`config.mk`:
```
export PLATFORM = sky130hd
export DESIGN_NAME = rlc_um_tx_segmenter_unit
export DESIGN_NICKNAME = d
export VERILOG_FILES = /design/src/design/rlcseg_pkg.sv /design/src/design/rlcseg_ram.sv /design/src/design/rlcseg_ctrl.sv /design/src/design/rlcseg_datapath.sv /design/src/design/rlc_um_tx_segmenter_unit.sv
export SDC_FILE = /design/constraint.sdc
export NUM_CORES = 2
export LEC_CHECK = 0
export ABC_CLOCK_PERIOD_IN_PS = 12100
export BUFFER_PORTS_ARGS = -buffer_cell sky130_fd_sc_hd__buf_2
export CAP_MARGIN = 15
export CORE_ASPECT_RATIO = 1.25
export CORE_MARGIN = 5
export CORE_UTILIZATION = 31
export CTS_CLUSTER_SIZE = 40
export DETAILED_ROUTE_END_ITERATION = 7
export PLACE_DENSITY_LB_ADDON = 0.05
export SLEW_MARGIN = 20
export SYNTH_ARGS = -nofsm -noshare
export SYNTH_HDL_FRONTEND = slang
export SYNTH_SLANG_ARGS = --single-unit
```
`constraint.sdc`:
```
create_clock -name clock -period 12.1 [get_ports clock]
set_clock_uncertainty 0.05 [all_clocks]
set_input_delay 3.63 -clock clock [delete_from_list [all_inputs] [get_ports clock]]
set_output_delay 3.63 -clock clock [all_outputs]
set_load 0.02 [all_outputs]
```
`src/design/rlcseg_pkg.sv`:
```
// Shared types and codes for the RLC UM transmit segmenter.
// Item structs, result codes, SI codes and controller command struct.
// No dependencies.
`default_nettype none

package rlcseg_pkg;

   typedef struct packed {
      logic        opcode;
      logic [15:0] sdu_length;
      logic [15:0] grant_bytes;
   } req_type;

   typedef struct packed {
      logic [2:0]  status;
      logic [1:0]  segment_info;
      logic [11:0] sequence_number;
      logic [15:0] segment_offset;
      logic [2:0]  header_length;
      logic [31:0] header_word;
      logic [15:0] data_length;
      logic [15:0] pdu_length;
      logic [6:0]  queued_count;
   } rsp_type;

   typedef struct packed {
      logic load;
      logic exec;
   } ctrl_cmd_type;

   localparam logic OP_ENQUEUE = 1'b0;
   localparam logic OP_GRANT   = 1'b1;

   localparam logic CSR_SN_MODE     = 1'b0;
   localparam logic CSR_QUEUE_LIMIT = 1'b1;

   localparam logic [2:0] ST_ACCEPTED  = 3'd0;
   localparam logic [2:0] ST_DROPPED   = 3'd1;
   localparam logic [2:0] ST_PDU       = 3'd2;
   localparam logic [2:0] ST_NO_DATA   = 3'd3;
   localparam logic [2:0] ST_TOO_SMALL = 3'd4;

   localparam logic [1:0] SI_FULL   = 2'd0;
   localparam logic [1:0] SI_FIRST  = 2'd1;
   localparam logic [1:0] SI_LAST   = 2'd2;
   localparam logic [1:0] SI_MIDDLE = 2'd3;

   localparam logic [6:0] QUEUE_LIMIT_RESET = 7'd64;

endpackage

`default_nettype wire

```
`src/design/rlcseg_ram.sv`:
```
// Generic single-port-write, single-port-read RAM with registered read data.
// No dependencies.
`default_nettype none

module rlcseg_ram #(
   parameter int WIDTH = 16,
   parameter int DEPTH = 64
) (
   input  wire logic                     clock,
   input  wire logic                     wr_en,
   input  wire logic [$clog2(DEPTH)-1:0] wr_addr,
   input  wire logic [WIDTH-1:0]         wr_data,
   input  wire logic [$clog2(DEPTH)-1:0] rd_addr,
   output logic      [WIDTH-1:0]         rd_data
);

   logic [WIDTH-1:0] mem [DEPTH];
   logic [WIDTH-1:0] rd_data_ff;

   always_ff @(posedge clock) begin
      if (wr_en) begin
         mem[wr_addr] <= wr_data;
      end
      rd_data_ff <= mem[rd_addr];
   end

   assign rd_data = rd_data_ff;

endmodule

`default_nettype wire

```
`src/design/rlcseg_ctrl.sv`:
```
// Controller of the segmenter: two-state sequencer that loads and executes one beat.
// Depends on rlcseg_pkg.
`default_nettype none

module rlcseg_ctrl (
   input  wire logic                      clock,
   input  wire logic                      reset,
   input  wire logic                      start,
   output logic                           busy,
   output logic                           csr_ready,
   output logic                           rsp_valid,
   output rlcseg_pkg::ctrl_cmd_type       cmd
);
   import rlcseg_pkg::*;

   typedef enum logic [1:0] {
      S_IDLE = 2'b01,
      S_EXEC = 2'b10
   } state_type;

   state_type state_ff, state_in;
   logic      rsp_valid_ff;

   always_comb begin
      state_in = state_ff;
      unique case (state_ff)
         S_IDLE: begin
            if (start) begin
               state_in = S_EXEC;
            end
         end
         S_EXEC: begin
            state_in = S_IDLE;
         end
         default: begin
            state_in = S_IDLE;
         end
      endcase
   end

   always_ff @(posedge clock) begin
      if (reset) begin
         state_ff     <= S_IDLE;
         rsp_valid_ff <= 1'b0;
      end else begin
         state_ff     <= state_in;
         rsp_valid_ff <= cmd.exec;
      end
   end

   assign cmd.load  = start && (state_ff == S_IDLE);
   assign cmd.exec  = (state_ff == S_EXEC);
   assign busy      = (state_ff == S_EXEC);
   assign csr_ready = (state_ff == S_IDLE);
   assign rsp_valid = rsp_valid_ff;

endmodule

`default_nettype wire

```
`src/design/rlcseg_datapath.sv`:
```
// Datapath of the segmenter: queue pointers, SDU segmentation state, header build,
// configuration registers and result register. Depends on rlcseg_pkg and rlcseg_ram.
`default_nettype none

module rlcseg_datapath #(
   parameter int QUEUE_DEPTH  = 64,
   parameter int PDU_CAPACITY = 8192
) (
   input  wire logic                     clock,
   input  wire logic                     reset,
   input  wire rlcseg_pkg::ctrl_cmd_type cmd,
   input  wire rlcseg_pkg::req_type      req_item,
   input  wire logic                     csr_write,
   input  wire logic                     csr_index,
   input  wire logic [6:0]               csr_data,
   output rlcseg_pkg::rsp_type           rsp_item
);
   import rlcseg_pkg::*;

   localparam int AW  = $clog2(QUEUE_DEPTH);
   localparam int CW  = $clog2(QUEUE_DEPTH + 1);
   localparam int CXW = (CW > 7) ? CW : 7;

   logic [AW-1:0]  head_ff, head_in, tail_ff, tail_in;
   logic [CW-1:0]  count_ff, count_in;
   logic           holding_ff, holding_in;
   logic [15:0]    remaining_ff, remaining_in;
   logic [15:0]    offset_ff, offset_in;
   logic [11:0]    seq_ff, seq_in;
   logic           sn12_ff;
   logic [6:0]     limit_ff;
   req_type        req_ff;
   logic [15:0]    space_ff, space_in;
   rsp_type        rsp_ff, rsp_in;

   logic [15:0]    ram_rd_data;
   logic           ram_wr_en;

   logic           enq_ok;
   logic           fresh;
   logic [15:0]    len;
   logic [15:0]    offset;
   logic [2:0]     seg_hdr;
   logic [1:0]     si;
   logic [2:0]     hlen;
   logic           too_small;
   logic [15:0]    room;
   logic [15:0]    move;
   logic [15:0]    len_left;
   logic [11:0]    sn;
   logic [7:0]     b0, b1, b2, b3;
   logic [11:0]    sn_out;
   logic [15:0]    so_out;
   logic           with_so;
   logic [CXW-1:0] count_ext;

   rlcseg_ram #(
      .WIDTH (16),
      .DEPTH (QUEUE_DEPTH)
   ) u_queue_ram (
      .clock   (clock),
      .wr_en   (ram_wr_en),
      .wr_addr (tail_ff),
      .wr_data (req_ff.sdu_length),
      .rd_addr (head_ff),
      .rd_data (ram_rd_data)
   );

   assign space_in = (req_item.grant_bytes > 16'(PDU_CAPACITY)) ?
                     16'(PDU_CAPACITY) : req_item.grant_bytes;

   assign enq_ok = (req_ff.sdu_length != 16'd0) &&
                   (CXW'(count_ff) < CXW'(QUEUE_DEPTH)) &&
                   (CXW'(count_ff) < CXW'(limit_ff));

   assign ram_wr_en = cmd.exec && (req_ff.opcode == OP_ENQUEUE) && enq_ok;

   always_comb begin
      fresh   = !holding_ff;
      len     = fresh ? ram_rd_data : remaining_ff;
      offset  = fresh ? 16'd0 : offset_ff;
      seg_hdr = sn12_ff ? 3'd4 : 3'd3;
      if (fresh) begin
         si   = (len <= space_ff - 16'd1) ? SI_FULL : SI_FIRST;
         hlen = ((si == SI_FULL) || !sn12_ff) ? 3'd1 : 3'd2;
      end else begin
         si   = ((space_ff >= 16'(seg_hdr)) && (len <= space_ff - 16'(seg_hdr))) ?
                SI_LAST : SI_MIDDLE;
         hlen = seg_hdr;
      end
      too_small = (space_ff <= 16'(hlen) + 16'd1);
      room      = space_ff - 16'(hlen);
      move      = (room >= len) ? len : room;
      len_left  = len - move;
      sn        = sn12_ff ? seq_ff : {6'd0, seq_ff[5:0]};
      with_so   = (si == SI_MIDDLE) || (si == SI_LAST);

      b0     = {si, 6'd0};
      b1     = 8'd0;
      b2     = 8'd0;
      b3     = 8'd0;
      sn_out = 12'd0;
      so_out = 16'd0;
      if (si != SI_FULL) begin
         sn_out = sn;
         if (with_so) begin
            so_out = offset;
         end
         if (sn12_ff) begin
            b0[3:0] = sn[11:8];
            b1      = sn[7:0];
            if (with_so) begin
               b2 = offset[15:8];
               b3 = offset[7:0];
            end
         end else begin
            b0[5:0] = sn[5:0];
            if (with_so) begin
               b1 = offset[15:8];
               b2 = offset[7:0];
            end
         end
      end
   end

   always_comb begin
      head_in      = head_ff;
      tail_in      = tail_ff;
      count_in     = count_ff;
      holding_in   = holding_ff;
      remaining_in = remaining_ff;
      offset_in    = offset_ff;
      seq_in       = seq_ff;
      rsp_in       = '0;

      if (req_ff.opcode == OP_ENQUEUE) begin
         if (enq_ok) begin
            tail_in       = (tail_ff == AW'(QUEUE_DEPTH - 1)) ? '0 : tail_ff + 1'b1;
            count_in      = count_ff + 1'b1;
            rsp_in.status = ST_ACCEPTED;
         end else begin
            rsp_in.status = ST_DROPPED;
         end
      end else if (!holding_ff && (count_ff == '0)) begin
         rsp_in.status = ST_NO_DATA;
      end else if ((req_ff.grant_bytes < 16'd2) || too_small) begin
         rsp_in.status = ST_TOO_SMALL;
      end else begin
         if (fresh) begin
            head_in  = (head_ff == AW'(QUEUE_DEPTH - 1)) ? '0 : head_ff + 1'b1;
            count_in = count_ff - 1'b1;
         end
         holding_in   = (len_left != 16'd0);
         remaining_in = len_left;
         offset_in    = ((si == SI_LAST) || (len_left == 16'd0)) ? 16'd0 : offset + move;
         if (si == SI_LAST) begin
            seq_in = sn12_ff ? seq_ff + 12'd1 : {6'd0, seq_ff[5:0] + 6'd1};
         end
         rsp_in.status          = ST_PDU;
         rsp_in.segment_info    = si;
         rsp_in.sequence_number = sn_out;
         rsp_in.segment_offset  = so_out;
         rsp_in.header_length   = hlen;
         rsp_in.header_word     = {b0, b1, b2, b3};
         rsp_in.data_length     = move;
         rsp_in.pdu_length      = 16'(hlen) + move;
      end
      count_ext           = CXW'(count_in);
      rsp_in.queued_count = count_ext[6:0];
   end

   always_ff @(posedge clock) begin
      if (reset) begin
         head_ff      <= '0;
         tail_ff      <= '0;
         count_ff     <= '0;
         holding_ff   <= 1'b0;
         remaining_ff <= 16'd0;
         offset_ff    <= 16'd0;
         seq_ff       <= 12'd0;
         sn12_ff      <= 1'b0;
         limit_ff     <= QUEUE_LIMIT_RESET;
      end else begin
         if (cmd.exec) begin
            head_ff      <= head_in;
            tail_ff      <= tail_in;
            count_ff     <= count_in;
            holding_ff   <= holding_in;
            remaining_ff <= remaining_in;
            offset_ff    <= offset_in;
            seq_ff       <= seq_in;
         end
         if (csr_write) begin
            unique case (csr_index)
               CSR_SN_MODE:     sn12_ff  <= csr_data[0];
               CSR_QUEUE_LIMIT: limit_ff <= csr_data;
               default: begin
               end
            endcase
         end
      end
   end

   always_ff @(posedge clock) begin
      if (cmd.load) begin
         req_ff   <= req_item;
         space_ff <= space_in;
      end
      if (cmd.exec) begin
         rsp_ff <= rsp_in;
      end
   end

   assign rsp_item = rsp_ff;

endmodule

`default_nettype wire

```
`src/design/rlc_um_tx_segmenter_unit.sv`:
```
// Top level of the RLC UM transmit segmenter: controller, datapath and queue RAM.
// Depends on rlcseg_pkg, rlcseg_ctrl, rlcseg_datapath and rlcseg_ram.
//
// Usage:
// A request beat is taken at a rising edge with start high and busy low. An
// enqueue beat stores an SDU length in the queue; a grant beat builds one PDU
// descriptor from the held SDU or the next queued one.
// Each request produces exactly one result beat, shown on rsp_item for one
// cycle with rsp_valid high. The accepting edge loads the request and enters
// the execute state, whose closing edge registers the result. The receiver
// cannot stall; the result register holds only until the next result.
// No new request is taken while busy. The accepting edge does the registered
// read of the queue RAM at the head pointer; the execute state makes the
// segmentation decision and state update. busy is high only in that state;
// a new request can be taken in the same cycle its predecessor's result shows.
// Configuration writes use csr_valid/csr_ready, index 0 selects the SN size
// and index 1 the queue limit; csr_ready is low while busy.
// Reset is synchronous: it empties the queue, drops any held SDU, clears SN
// and offset, selects 6-bit SN and a queue limit of 64. Queue RAM contents
// are not cleared, and no clearing pass is needed.
`default_nettype none

module rlc_um_tx_segmenter_unit #(
   parameter int QUEUE_DEPTH  = 64,
   parameter int PDU_CAPACITY = 8192
) (
   input  wire logic                clock,
   input  wire logic                reset,
   input  wire logic                start,
   output logic                     busy,
   input  wire rlcseg_pkg::req_type req_item,
   input  wire logic                csr_valid,
   output logic                     csr_ready,
   input  wire logic                csr_index,
   input  wire logic [6:0]          csr_data,
   output logic                     rsp_valid,
   output rlcseg_pkg::rsp_type      rsp_item
);
   import rlcseg_pkg::*;

   ctrl_cmd_type cmd;

   rlcseg_ctrl u_ctrl (
      .clock     (clock),
      .reset     (reset),
      .start     (start),
      .busy      (busy),
      .csr_ready (csr_ready),
      .rsp_valid (rsp_valid),
      .cmd       (cmd)
   );

   rlcseg_datapath #(
      .QUEUE_DEPTH  (QUEUE_DEPTH),
      .PDU_CAPACITY (PDU_CAPACITY)
   ) u_datapath (
      .clock     (clock),
      .reset     (reset),
      .cmd       (cmd),
      .req_item  (req_item),
      .csr_write (csr_valid && csr_ready),
      .csr_index (csr_index),
      .csr_data  (csr_data),
      .rsp_item  (rsp_item)
   );

   a_rsp_when_idle : assert property (@(posedge clock) disable iff (reset)
      rsp_valid |-> !busy)
      else $error("result beat shown while busy");

   a_accept_to_exec : assert property (@(posedge clock) disable iff (reset)
      (start && !busy) |=> (busy && !rsp_valid))
      else $error("accepted beat did not enter execution");

   a_exec_to_rsp : assert property (@(posedge clock) disable iff (reset)
      busy |=> (rsp_valid && !busy))
      else $error("execution did not produce exactly one result beat");

   a_pdu_lengths : assert property (@(posedge clock) disable iff (reset)
      (rsp_valid && (rsp_item.status == ST_PDU)) |->
      ((rsp_item.header_length != 3'd0) &&
       (rsp_item.pdu_length == 16'(rsp_item.header_length) + rsp_item.data_length)))
      else $error("PDU length does not match header plus data");

endmodule

`default_nettype wire

```
==> impl_metrics.toml <==
[sta]
worst_slack_ns = 0.9745
setup_viol = 0
slew_headroom_pct = 30.75
hold_viol = 0
fmax_mhz = 89.88
rsz0062_at_grt = "false"
fin_crit_ns = 11.13
worst_pin_slew_ns = 1.010
period_share_pct = 91.95
slew_viol_final = 0
timing.hold.ws_ns = 0.4072
fin_tns_setup_ns = 0

[global_routing]
antenna_found_initial = 5
overflow = 0
grt_start_max_net_pins = 127
grt_use_total_pct = 17.79
grt_pass1_wl_mm = 231.7
grt_pass1_vias = 30830

[final_layout]
nets = 3464
stdcell_area_sq_um = 61880
final_util_pct = 36.01
drive_gt1_share_pct = 25.09
final_cells = 5676
area_delta_synth_final_pct = 15.53
mostFrequentLayoutCells = "1177 x edfxtp_1, 336 x mux4_2, 259 x nor2_1"
final_common_cell = "edfxtp_1"

[power_and_ir_drop]
p_total_mw = 9.294
leakage_nw = 19.34
p_per_area_nw_per_um2 = 150.2
vdd_drop_max_uv = 109.9

[drt]
vias_per_cell = 5.137
first_pass_iters = 5
ant_nets = 0
drc = 0
drt-total-wl_mm = 162.1
vias = 29160
wl_per_cell_um = 28.56
drt_iter0_drc = 2218

[setup_path]
r2r_cells = 42
crit_cells = 42
cpMostUsedCell = "o21a_1"
critPathLaunch = "u_datapath.holding_ff"
critical_path_class = "register to register"
crit_path_end = "u_datapath.offset_ff[13]"
cp.arrival_ns = 11.70
reg2reg_slack_ns = 0.97
worstPathRequired_ns = 12.68
reg2reg_to = "u_datapath.offset_ff[13]"
crit_fanout = 16
r2r-start = "u_datapath.holding_ff"
end_kind = "register"
critPathTopFamily = "compound AO/OA/AOI/OAI gates"
critPathSlowestCell = "dfxtp_2"
slowest_delay_ns = 0.63
start_kind = "register"
path_buf_inv = 6

[synth]
ys_warn_count = 0
ys_types = 90
ys_seq_area_share_pct = 69.39
avgSynthCellArea_sq_um = 17.44
async_reset_ff_share_pct = 0
synthFlopType = "edfxtp_1"
synth_edf_count = 1177
synthCells = 3071
syn_area_sq_um = 53560
ys_seq_elements = 1268

[placement]
post-place-ws_ns = 0.5672
place_area_sq_um = 57550
post-place-cells = 5431
port_buffers = 154
gp_congestion = 0.8645
place_hpwl_mm = 102.3

[clock_tree]
tritoncts = "yes"
clock_latency_ns = 0.78
clk_pin_slew_worst_paths_ns = 0.06
cts-root-buf = "clkbuf_16"
cts_max_path_buffers = 3
cts_buffers = 135
clock_sinks = 1268
htreeDepth = 4

[floorplan]
fp.dieH_um = 474.7
die_area_sq_um = 181200
coreArea_sq_um = 171900
dieWidth_um = 381.8
start_util_pct = 31.17
boundaryPins = 155
row_count = 170

[job]
maxCapViolations = 0

[outcome]
status = "finished clean"

[hold_path]
hold_path_class = "register to register"
cell families (layout without fill, tap and decap cells):
kind of cell               count (synthesis)  in the layout  share of synthesized area, %
AOI/OAI and AO/OA                        306            306                         3.803
xor gates and xnor gates                  92             92                         1.584
adders and majority gates                 97             97                         2.259
buffers and inverters                    239            603                         1.752
DFF                                     1268           1268                         69.39
muxes                                    386            386                         15.08
other                                      2              7                       0.01402
and+or+nand+nor                          681            681                         6.125
worst min path at each step:
stage / cells past startpoint / slack (ns) / startpoint / end
after floorplan: 2 / 0.39 / u_datapath.remaining_ff[15] / u_datapath.remaining_ff[15]
after global placement: 2 / 0.40 / u_datapath.remaining_ff[9] / u_datapath.remaining_ff[9]
after detailed placement: 2 / 0.40 / u_datapath.limit_ff[1] / u_datapath.limit_ff[1]
after CTS: 2 / 0.41 / u_datapath.remaining_ff[9] / u_datapath.remaining_ff[9]
after global routing: 2 / 0.42 / u_datapath.remaining_ff[15] / u_datapath.remaining_ff[15]
final: 2 / 0.41 / u_datapath.remaining_ff[9] / u_datapath.remaining_ff[9]
report_power, final:
part | leakage, nW | internal, mW | switching, mW | total, mW
Combinational | 5.92 | 0.115 | 0.277 | 0.392
Clock | 2.08 | 2.30 | 1.77 | 4.07
Sequential | 11.3 | 4.81 | 0.0194 | 4.83
Total | 19.3 | 7.23 | 2.06 | 9.29
sequential cells by signal, summed over array words and instances (netlist names), 7 cells and up:
name and cells:
u_datapath.space_ff 16, u_datapath.u_queue_ram.rd_data 16, u_datapath.remaining_ff 16, u_datapath.seq_ff 12, u_datapath.count_ff 7, u_datapath.offset_ff 16
u_datapath.rsp_item 105, u_datapath.req_ff 32, u_datapath.u_queue_ram.mem 1024, u_datapath.limit_ff 7
synth_stat cells, types with 5 or more instances:
| cell | n | area (sq um) |
|---|---|---|
| maj3_1 | 10 | 100.1 |
| buf_1 | 38 | 142.6 |
| o21ai_0 | 53 | 265.3 |
| nand4_1 | 33 | 206.5 |
| nor3_1 | 43 | 215.2 |
| and3_1 | 26 | 162.7 |
| nor4_1 | 21 | 131.4 |
| o21a_1 | 21 | 157.7 |
| and2_1 | 30 | 187.7 |
| buf_2 | 9 | 45.04 |
| o41ai_1 | 5 | 43.79 |
| a21oi_1 | 81 | 405.4 |
| nand3b_1 | 9 | 67.56 |
| or3_1 | 21 | 131.4 |
| a41oi_1 | 5 | 43.79 |
| or4_1 | 7 | 52.55 |
| dfxtp_1 | 91 | 1822 |
| ha_1 | 83 | 1039 |
| nand3_1 | 34 | 170.2 |
| mux2i_1 | 46 | 460.4 |
| a21boi_0 | 5 | 37.54 |
| nand2_1 | 135 | 506.7 |
| a211oi_1 | 19 | 142.6 |
| nor2_1 | 264 | 991.0 |
| o21ai_1 | 8 | 40.04 |
| a32oi_1 | 7 | 61.31 |
| o211ai_1 | 10 | 75.07 |
| a31oi_1 | 9 | 56.30 |
| clkbuf_1 | 109 | 409.1 |
| mux4_2 | 336 | 7567 |
| nor2b_1 | 23 | 143.9 |
| a21o_1 | 13 | 97.59 |
| nand2b_1 | 11 | 68.82 |
| o31ai_1 | 6 | 45.04 |
| o2111ai_1 | 7 | 61.31 |
| a31o_2 | 5 | 43.79 |
| a22oi_1 | 11 | 82.58 |
| inv_1 | 75 | 281.5 |
| xor2_1 | 27 | 236.5 |
| edfxtp_1 | 1177 | 35340 |
| xnor2_1 | 61 | 534.3 |
routing by layer:
| layer | vias to the layer above | part of all wire [%] | global-route usage, % | wire (um) |
|---|---|---|---|---|
| met5 | - | 0 | 0 | 0 |
| met4 | 0 | 3.2 | 5.869 | 5148 |
| met3 | 216 | 3.3 | 2.487 | 5423 |
| met2 | 676 | 53 | 33.01 | 86470 |
| met1 | 15460 | 40 | 21.21 | 65050 |
| li1 | 12810 | - | - | - |
final cells by class:
type,count,area [sq um]
Antenna cell,4,10.01
Sequential cell,1268,37180
Multi-Input combinational cell,1565,15520
Clock inverter,78,783.3
Timing Repair Buffer,285,1783
Tap cell,2236,2798
Inverter,78,295.3
Fill cell,16100,110000
Clock buffer,162,3508
worst register-to-register path: cells and delay by family, from the launching register on:
kind / cells / cell delay [ns]
flip-flops: 1 / 0.63
multiplexers: 2 / 0.84
XOR/XNOR: 1 / 0.20
buffers and inverters: 6 / 1.18
AND/OR/NAND/NOR: 11 / 2.55
AO/OA/AOI/OAI: 16 / 3.62
adder cells (fa/ha/maj): 6 / 1.90
repair_timing:
| item | in CTS | in global routing |
|---|---|---|
| setup buffers | 0 | 1 |
| endpoints found under the setup margin | 0 | 16 |
| hold buffers | 0 | 0 |
| resized for setup | 0 | 2 |
(Power assumes the default switching activity.)
